## src/hw/rtl/fdre_pkg.sv

```systemverilog
package fdre_pkg;

    localparam int DIVIDER_W = 30;
    localparam int P1_W      = 18;
    localparam int P2_W      = 20;
    localparam int P3_W      = 20;
    localparam int QUEUE_DEPTH = 4;

    localparam int OUT_DIV_MIN = 8;
    localparam int OUT_DIV_MAX = 900;
    localparam int PLL_DIV_MIN = 15;
    localparam int PLL_DIV_MAX = 90;
    localparam int INT_VAL_MAX = 255;

    localparam logic [7:0] OUT_BASE     = 8'd42;
    localparam logic [7:0] PLL_BASE     = 8'd26;
    localparam logic [7:0] INT6_ADDR    = 8'd90;
    localparam logic [7:0] INT7_ADDR    = 8'd91;
    localparam logic [P1_W-1:0] P1_OFFSET = 18'd512;

    localparam logic OP_OUTPUT = 1'b0;
    localparam logic OP_PLL    = 1'b1;

    localparam logic [1:0] ERR_NONE  = 2'd0;
    localparam logic [1:0] ERR_RANGE = 2'd1;
    localparam logic [1:0] ERR_ODD   = 2'd2;
    localparam logic [1:0] ERR_CHAN  = 2'd3;

    typedef enum logic [1:0] {
        KIND_ERR  = 2'd0,
        KIND_INT  = 2'd1,
        KIND_FRAC = 2'd2
    } t_kind;

    // One classified request as handed from the front to the back.
    typedef struct packed {
        t_kind             kind;
        logic [1:0]        err;
        logic [7:0]        addr;
        logic [P1_W-1:0]   p1;
        logic [P2_W-1:0]   p2;
        logic [P3_W-1:0]   p3;
    } t_cmd;

endpackage

```

## src/hw/rtl/fdre_front.sv

```systemverilog
module fdre_front
    import fdre_pkg::*;
#(
    parameter int FRACTION_BITS = 20
) (
    input  logic                  i_clk,
    input  logic                  i_rst_n,
    input  logic                  i_valid,
    output logic                  o_ready,
    input  logic                  i_opcode,
    input  logic [2:0]            i_channel,
    input  logic [DIVIDER_W-1:0]  i_divider,
    output logic                  o_push,
    input  logic                  i_full,
    output t_cmd                  o_cmd
);

    localparam int F  = FRACTION_BITS;
    localparam int AW = DIVIDER_W - F;
    localparam logic [DIVIDER_W-1:0] OUT_LO = DIVIDER_W'(OUT_DIV_MIN) << F;
    localparam logic [DIVIDER_W-1:0] OUT_HI = DIVIDER_W'(OUT_DIV_MAX) << F;
    localparam logic [DIVIDER_W-1:0] PLL_LO = DIVIDER_W'(PLL_DIV_MIN) << F;
    localparam logic [DIVIDER_W-1:0] PLL_HI = DIVIDER_W'(PLL_DIV_MAX) << F;

    logic             r_busy;
    t_kind            r_kind;
    logic [1:0]       r_err;
    logic [7:0]       r_addr;
    logic [P1_W-1:0]  r_p1;
    logic [F-1:0]     r_b;
    logic [F-1:0]     r_p2;
    logic [F:0]       r_c;

    t_kind            n_kind;
    logic [1:0]       n_err;
    logic [7:0]       n_addr;
    logic [P1_W-1:0]  n_p1;

    logic [AW-1:0]    w_a;
    logic [F-1:0]     w_b;
    logic             w_done;
    logic             w_accept;
    logic [2:0]       w_shift;
    logic [20:0]      w_c21;
    logic [P2_W-1:0]  w_p2;

    assign w_a = i_divider[DIVIDER_W-1:F];
    assign w_b = i_divider[F-1:0];

    // Classify the request at accept time.
    always_comb begin
        n_kind = KIND_FRAC;
        n_err  = ERR_NONE;
        n_addr = (i_opcode == OP_OUTPUT) ? OUT_BASE + {2'b00, i_channel, 3'b000}
                                         : PLL_BASE + {2'b00, i_channel, 3'b000};
        n_p1   = P1_W'({w_a[9:0], 7'b0000000}) + P1_W'(w_b[F-1:F-7]) - P1_OFFSET;
        if (i_opcode == OP_PLL && i_channel >= 3'd2) begin
            n_kind = KIND_ERR;
            n_err  = ERR_CHAN;
        end else if ((i_opcode == OP_OUTPUT && (i_divider < OUT_LO || i_divider > OUT_HI)) ||
                     (i_opcode == OP_PLL && (i_divider < PLL_LO || i_divider > PLL_HI))) begin
            n_kind = KIND_ERR;
            n_err  = ERR_RANGE;
        end else if (i_opcode == OP_OUTPUT && i_channel >= 3'd6) begin
            n_addr = (i_channel == 3'd6) ? INT6_ADDR : INT7_ADDR;
            n_p1   = P1_W'(w_a[7:0]);
            if (w_a > AW'(INT_VAL_MAX)) begin
                n_kind = KIND_ERR;
                n_err  = ERR_RANGE;
            end else if (w_a[0]) begin
                n_kind = KIND_ERR;
                n_err  = ERR_ODD;
            end else begin
                n_kind = KIND_INT;
            end
        end
    end

    // The fraction is reduced by right shifts of one to four bits until its numerator is odd or zero.
    assign w_done = (r_kind != KIND_FRAC) || r_b[0] || (r_b == '0);

    always_comb begin
        if (r_b[1]) begin
            w_shift = 3'd1;
        end else if (r_b[2]) begin
            w_shift = 3'd2;
        end else if (r_b[3]) begin
            w_shift = 3'd3;
        end else begin
            w_shift = 3'd4;
        end
    end

    assign o_push   = r_busy && w_done && !i_full;
    assign o_ready  = !r_busy || o_push;
    assign w_accept = i_valid && o_ready;

    // A zero fraction leaves the denominator at one.
    assign w_c21 = (r_b == '0) ? 21'd1 : 21'(r_c);
    assign w_p2  = P2_W'(r_p2);

    always_comb begin
        o_cmd.kind = r_kind;
        o_cmd.err  = r_err;
        o_cmd.addr = r_addr;
        o_cmd.p1   = r_p1;
        if (w_c21[20]) begin
            o_cmd.p3 = w_c21[20:1];
            o_cmd.p2 = w_p2 >> 1;
        end else begin
            o_cmd.p3 = w_c21[19:0];
            o_cmd.p2 = w_p2;
        end
    end

    always_ff @(posedge i_clk) begin
        if (!i_rst_n) begin
            r_busy <= 1'b0;
        end else if (w_accept) begin
            r_busy <= 1'b1;
        end else if (o_push) begin
            r_busy <= 1'b0;
        end
    end

    always_ff @(posedge i_clk) begin
        if (w_accept) begin
            r_kind <= n_kind;
            r_err  <= n_err;
            r_addr <= n_addr;
            r_p1   <= n_p1;
            r_b    <= w_b;
            r_p2   <= {w_b[F-8:0], 7'b0000000};
            r_c    <= (F+1)'(1) << F;
        end else if (r_busy && !w_done) begin
            r_b  <= r_b >> w_shift;
            r_p2 <= r_p2 >> w_shift;
            r_c  <= r_c >> w_shift;
        end
    end

endmodule

```

## src/hw/rtl/fdre_fifo.sv

```systemverilog
module fdre_fifo
    import fdre_pkg::*;
(
    input  logic  i_clk,
    input  logic  i_rst_n,
    input  logic  i_push,
    input  t_cmd  i_cmd,
    output logic  o_full,
    output logic  o_valid,
    input  logic  i_pop,
    output t_cmd  o_cmd
);

    localparam int PW = $clog2(QUEUE_DEPTH);

    t_cmd           r_mem [QUEUE_DEPTH];
    logic [PW-1:0]  r_wptr;
    logic [PW-1:0]  r_rptr;
    logic [PW:0]    r_count;

    assign o_full  = (r_count == (PW+1)'(QUEUE_DEPTH));
    assign o_valid = (r_count != '0);
    assign o_cmd   = r_mem[r_rptr];

    always_ff @(posedge i_clk) begin
        if (i_push) begin
            r_mem[r_wptr] <= i_cmd;
        end
    end

    always_ff @(posedge i_clk) begin
        if (!i_rst_n) begin
            r_wptr  <= '0;
            r_rptr  <= '0;
            r_count <= '0;
        end else begin
            if (i_push) begin
                r_wptr <= r_wptr + PW'(1);
            end
            if (i_pop) begin
                r_rptr <= r_rptr + PW'(1);
            end
            if (i_push && !i_pop) begin
                r_count <= r_count + (PW+1)'(1);
            end else if (i_pop && !i_push) begin
                r_count <= r_count - (PW+1)'(1);
            end
        end
    end

endmodule

```

## src/hw/rtl/fdre_back.sv

```systemverilog
module fdre_back
    import fdre_pkg::*;
(
    input  logic        i_clk,
    input  logic        i_rst_n,
    input  logic        i_valid,
    input  t_cmd        i_cmd,
    output logic        o_pop,
    output logic        o_tvalid,
    input  logic        i_tready,
    output logic [15:0] o_tdata,
    output logic [1:0]  o_tuser,
    output logic        o_tlast
);

    logic        r_tvalid;
    logic [15:0] r_tdata;
    logic [1:0]  r_tuser;
    logic        r_tlast;
    logic [2:0]  r_idx;

    logic        w_load;
    logic        w_lastbeat;
    logic [7:0]  w_addr;
    logic [7:0]  w_byte;

    assign w_load     = i_valid && (!r_tvalid || i_tready);
    assign w_lastbeat = (i_cmd.kind != KIND_FRAC) || (r_idx == 3'd7);
    assign o_pop      = w_load && w_lastbeat;

    always_comb begin
        case (r_idx)
            3'd0:    w_byte = i_cmd.p3[15:8];
            3'd1:    w_byte = i_cmd.p3[7:0];
            3'd2:    w_byte = {6'b000000, i_cmd.p1[17:16]};
            3'd3:    w_byte = i_cmd.p1[15:8];
            3'd4:    w_byte = i_cmd.p1[7:0];
            3'd5:    w_byte = {i_cmd.p3[19:16], i_cmd.p2[19:16]};
            3'd6:    w_byte = i_cmd.p2[15:8];
            3'd7:    w_byte = i_cmd.p2[7:0];
            default: w_byte = 8'h00;
        endcase
        w_addr = i_cmd.addr + {5'b00000, r_idx};
        case (i_cmd.kind)
            KIND_ERR: begin
                w_addr = 8'h00;
                w_byte = 8'h00;
            end
            KIND_INT: begin
                w_addr = i_cmd.addr;
                w_byte = i_cmd.p1[7:0];
            end
            default: begin
            end
        endcase
    end

    always_ff @(posedge i_clk) begin
        if (!i_rst_n) begin
            r_tvalid <= 1'b0;
            r_idx    <= 3'd0;
        end else begin
            if (w_load) begin
                r_tvalid <= 1'b1;
                r_idx    <= w_lastbeat ? 3'd0 : r_idx + 3'd1;
            end else if (i_tready) begin
                r_tvalid <= 1'b0;
            end
        end
    end

    always_ff @(posedge i_clk) begin
        if (w_load) begin
            r_tdata <= {w_byte, w_addr};
            r_tuser <= (i_cmd.kind == KIND_ERR) ? i_cmd.err : ERR_NONE;
            r_tlast <= w_lastbeat;
        end
    end

    assign o_tvalid = r_tvalid;
    assign o_tdata  = r_tdata;
    assign o_tuser  = r_tuser;
    assign o_tlast  = r_tlast;

endmodule

```

## src/hw/rtl/fractional_divider_register_encoder_top.sv

```systemverilog
// An accepted request is registered in the front, queued, then registered as a beat in
// the back; the front first reduces a fraction by up to four bits per cycle. The back
// emits one register beat per cycle while the sink is ready: 8 beats for a fractional
// request, 1 for an error or integer one; a 4-entry queue decouples front and back.
// Reset (synchronous, active low) empties the queue and drops any beat in flight.
module fractional_divider_register_encoder_top
    import fdre_pkg::*;
#(
    parameter int FRACTION_BITS = 20
) (
    input  logic        i_clk,
    input  logic        i_rst_n,
    input  logic        i_s_tvalid,
    output logic        o_s_tready,
    input  logic [39:0] i_s_tdata,   // opcode, channel[2:0], divider[29:0], zero pad
    output logic        o_m_tvalid,
    input  logic        i_m_tready,
    output logic [15:0] o_m_tdata,   // reg_value[7:0], reg_address[7:0]
    output logic [1:0]  o_m_tuser,   // error_code[1:0]
    output logic        o_m_tlast
);

    logic  w_push;
    logic  w_full;
    logic  w_qvalid;
    logic  w_pop;
    t_cmd  w_cmd_in;
    t_cmd  w_cmd_out;

    fdre_front #(
        .FRACTION_BITS (FRACTION_BITS)
    ) u_front (
        .i_clk     (i_clk),
        .i_rst_n   (i_rst_n),
        .i_valid   (i_s_tvalid),
        .o_ready   (o_s_tready),
        .i_opcode  (i_s_tdata[0]),
        .i_channel (i_s_tdata[3:1]),
        .i_divider (i_s_tdata[33:4]),
        .o_push    (w_push),
        .i_full    (w_full),
        .o_cmd     (w_cmd_in)
    );

    fdre_fifo u_fifo (
        .i_clk   (i_clk),
        .i_rst_n (i_rst_n),
        .i_push  (w_push),
        .i_cmd   (w_cmd_in),
        .o_full  (w_full),
        .o_valid (w_qvalid),
        .i_pop   (w_pop),
        .o_cmd   (w_cmd_out)
    );

    fdre_back u_back (
        .i_clk    (i_clk),
        .i_rst_n  (i_rst_n),
        .i_valid  (w_qvalid),
        .i_cmd    (w_cmd_out),
        .o_pop    (w_pop),
        .o_tvalid (o_m_tvalid),
        .i_tready (i_m_tready),
        .o_tdata  (o_m_tdata),
        .o_tuser  (o_m_tuser),
        .o_tlast  (o_m_tlast)
    );

endmodule
```

## config.mk

```make
export PLATFORM = sky130hd
export DESIGN_NAME = fractional_divider_register_encoder_top
export DESIGN_NICKNAME = d
export VERILOG_FILES = /design/src/hw/rtl/fdre_pkg.sv /design/src/hw/rtl/fdre_front.sv /design/src/hw/rtl/fdre_fifo.sv /design/src/hw/rtl/fdre_back.sv /design/src/hw/rtl/fractional_divider_register_encoder_top.sv
export SDC_FILE = /design/constraint.sdc
export NUM_CORES = 1
export LEC_CHECK = 0
export ABC_AREA = 1
export BUFFER_PORTS_ARGS = -buffer_cell sky130_fd_sc_hd__buf_2
export CAP_MARGIN = 20
export CORE_ASPECT_RATIO = 0.5
export CORE_MARGIN = 10
export CORE_UTILIZATION = 50
export CTS_CLUSTER_DIAMETER = 30
export DETAILED_ROUTE_END_ITERATION = 6
export PLACE_DENSITY = 0.64
export SETUP_SLACK_MARGIN = 0.3
export SLEW_MARGIN = 20
export SYNTH_ARGS = -nofsm -noshare
export SYNTH_HDL_FRONTEND = slang
export SYNTH_HIERARCHICAL = 1
export SYNTH_SLANG_ARGS = --single-unit
```

## constraint.sdc

```tcl
create_clock -name i_clk -period 3.7 [get_ports i_clk]
set_clock_uncertainty 0.05 [all_clocks]
set_input_delay 0.185 -clock i_clk [delete_from_list [all_inputs] [get_ports i_clk]]
set_output_delay 0.185 -clock i_clk [all_outputs]
set_load 0.02 [all_outputs]
```

==> reports/metrics.csv <==
metric,value,unit
grt_pass1_wl,77900,um
hold_buffers,26,
synth-edff-count,359,
stdcell_count,2737,
seq_area_frac_synth,0.576,
rows,51,
start_kind,flip-flop,
rsz0062_at_grt,no,
place_inst,2609,
worst_slack,0.933,ns
hp-class,primary input to flip-flop,
period_share,0.748,
drt-met1-wl,22600,um
dieHeight,162,um
crit_fanout,8,
arrival,3.19,ns
vdd_ir_drop_max,0.488,mV
grt_pass1_vias,13700,
wl_per_cell,18.1,um
wl_met2,21900,um
overflow,0,
fp.dieW,304,um
synth.cell_area,20200,um2
clk_pin_slew,0.06,ns
topRoutingLayerUsed,met5,
dr_wl_met3,4220,um
via_count,14900,
total_power,0.0159,W
clk_path_buf_depth,3,
io_buffers,58,
drc,0,
cts_tree,done,
synth_top_cells_by_area,"edfxtp_1 53%, nand2_1 9.8%, nand3_1 5.8%",
synthCells,2098,
p_int,0.0104,W
fillers,3331,
final_max_slew_viol_count,0,
fin_crit,2.77,ns
power_switching_share,0.342,
syn_avg_cell_area,9.61,um2
synth_top_area_share,0.535,
p_clk_frac,0.360,
worstMarginPinSlew,0.995,ns
postLayoutCellArea,23100,um2
status,"finished, final reports clean",
clock_sinks,401,
yosys.area.top_type,edfxtp_1,
firstDrtPassIters,6,
ys_async_sr_fraction,0,
regArea,11600,um2
leakagePower,9.53,nW
fin_setup_tns,0,ns
grt_max_degree,107,
cts_max_level,2,
dieArea,49200,um2
cp-end-kind,flip-flop,
p_switching,0.00542,W
routed_via_density,5.45,
seq_power_share,0.361,
synthFlopType,edfxtp_1,
synth_warnings,6,
start_util,0.512,
drive_gt1_frac,0.141,
gp_congestion,0.903,
finalWirelength,49500,um
ctsRootBufferMaster,clkbuf_16,
antenna_found_initial,2,
powerDensity,686,nW/um2
grtUsageTotal,0.197,
max_slew_margin,0.330,
postCtsSetupBuffers,0,
max-cap-violations,0,
multiInputGateArea,7120,um2
clock_latency,0.58,ns
drtAntennaViolNets,0,
cts_resized,0,
finalSetupViolations,0,
io_pins,65,
nets,2228,
p_comb_frac,0.279,
post-dp-hpwl,32200,um
crit_required,4.13,ns
area_growth,14.6,%
drt_iter0_drc,1508,
yosysUniqueCellTypes,47,
dp_slack,0.964,ns
max_freq,361,MHz
cts_inserted_buffers,54,
placed_area,20800,um2
final_hold_viol_count,0,
core,39400,um2
synth_seq_cells,401,
worstSetupPathType,flip-flop to flip-flop,
power by group through the flow:
stage / logic [W] / registers [W] / clock network [W]
3_3_place_gp: 0.00436 / 0.00582 / 0
3_5_place_dp: 0.00439 / 0.00582 / 0
4_1_cts: 0.00443 / 0.00573 / 0.00577
2_1_floorplan: 0.00324 / 0.00590 / 0
6_report: 0.00443 / 0.00573 / 0.00570
5_1_grt: 0.00492 / 0.00578 / 0.00600
kinds of logic after synthesis:
| family | count (synthesis) | synth area share |
|---|---|---|
| multiplexers | 1 | 0.000497 |
| AO/OA/AOI/OAI | 332 | 0.104 |
| buffers and inverters | 297 | 0.0709 |
| other | 2 | 0.000373 |
| flip-flops | 401 | 0.576 |
| AND/OR/NAND/NOR | 1038 | 0.231 |
| XOR/XNOR | 4 | 0.00174 |
| adder cells (fa/ha/maj) | 23 | 0.0154 |
per-stage QoR:
| stage | util | hold WS [ns] |
|---|---|---|
| 6_report | 0.587 | 0.0285 |
| 5_1_grt | 0.587 | 0.0196 |
| 4_1_cts | 0.587 | 0.000263 |
| 3_5_place_dp | 0.529 | 0.380 |
| 3_3_place_gp | 0.529 | 0.371 |
| 2_1_floorplan | - | 0.256 |
layout make-up:
class / count / share of cell area
Clock inverter: 37 / 0.0241
Antenna cell: 2 / 0.000217
Timing Repair Buffer: 125 / 0.0436
Tap cell: 530 / 0.0287
Inverter: 178 / 0.0292
Sequential cell: 401 / 0.503
Clock buffer: 63 / 0.0627
Multi-Input combinational cell: 1401 / 0.308
worst max-delay path, stage by stage, from the launching register on:
cell,delay (ns)
edfxtp_1,0.58
nor2_4,0.20
nand2_4,0.07
nor2_4,0.12
nand3_4,0.09
nand2_1,0.07
nand2_1,0.20
inv_1,0.29
ha_1,0.22
inv_1,0.07
fa_1,0.38
inv_1,0.07
nand2_1,0.06
nand3_1,0.06
nand2_1,0.05
inv_1,0.04
nor2_1,0.03
routing by layer:
layer  up-vias  GRT usage
met2       516      0.302
met5         -          0
li1       7283          -
met1      7048      0.281
met4         4     0.0446
met3        53     0.0431
flip-flops by register name (all words and copies together) (netlist names), named ones only:
| signal | flops |
|---|---|
| u_fifo/r_mem | 280 |
| u_front/r_c | 21 |
| u_front/r_b | 20 |
| u_front/r_p2 | 20 |
| u_front/r_p1 | 18 |
| u_back/o_tdata | 16 |
| u_front/r_addr | 5 |
| u_back/r_idx | 3 |
| u_fifo/r_count | 3 |
| u_back/o_tuser | 2 |
| u_fifo/r_rptr | 2 |
| u_fifo/r_wptr | 2 |
| u_front/r_err | 2 |
| u_front/r_kind | 2 |
| u_back/o_tlast | 1 |
| u_back/o_tvalid | 1 |
| u_front/r_busy | 1 |
cells in the final DEF, fill, tap and decap left out, types with 6 or more instances in the layout:
| cell type | netlist | final |
|---|---|---|
| ha_1 | 20 | 20 |
| nand2_1 | 528 | 528 |
| clkbuf_16 | 0 | 57 |
| inv_1 | 165 | 160 |
| inv_2 | 9 | 14 |
| o22ai_2 | 40 | 40 |
| inv_6 | 1 | 11 |
| nand4_1 | 9 | 9 |
| nor2_1 | 199 | 199 |
| dlygate4sd3_1 | 0 | 26 |
| a21oi_1 | 11 | 11 |
| o21ai_0 | 172 | 172 |
| inv_8 | 0 | 6 |
| buf_2 | 42 | 58 |
| buf_12 | 5 | 12 |
| dfxtp_1 | 42 | 40 |
| o211ai_1 | 24 | 24 |
| nor2_4 | 43 | 43 |
| bufinv_16 | 0 | 10 |
| edfxtp_1 | 359 | 359 |
| nor3_1 | 6 | 6 |
| o22ai_1 | 31 | 31 |
| nand3_1 | 233 | 233 |
| clkbuf_1 | 39 | 6 |
| o21ai_1 | 44 | 44 |
| buf_4 | 16 | 29 |
final timing paths:
check | startpoint | end | slack [ns] | cells after the start
hold reg to reg | u_fifo/r_rptr[1]$_SDFFE_PN0P_ | flip-flop | 0.40 | 1
setup / recovery | u_front/r_b[1]$_DFFE_PP_ | u_fifo/r_count[2]$_SDFFE_PN0P_ | 0.93 | 16
setup reg to reg | u_front/r_b[1]$_DFFE_PP_ | u_fifo/r_count[2]$_SDFFE_PN0P_ | 0.93 | 16
hold / removal | i_s_tdata[6] | u_front/r_b[2]$_DFFE_PP_ | 0.03 | 3
cells in the mapped netlist (3+ instances only):
cell / number
dfxtp_1: 42
nor2_2: 4
o22ai_1: 31
nand3_1: 233
clkbuf_1: 39
xor2_1: 3
o21ai_0: 172
edfxtp_1: 359
buf_12: 5
nand4_1: 9
o22ai_2: 40
o21ai_1: 44
nor2_1: 199
a31oi_1: 3
o211ai_1: 24
a21oi_1: 11
nand2_1: 528
nand2_4: 3
buf_4: 16
ha_1: 20
buf_2: 42
buf_6: 15
inv_1: 165
inv_2: 9
fa_1: 3
nor3_1: 6
nand2_2: 4
nor2_4: 43
Note: power is estimated with default switching activity, not from simulation.
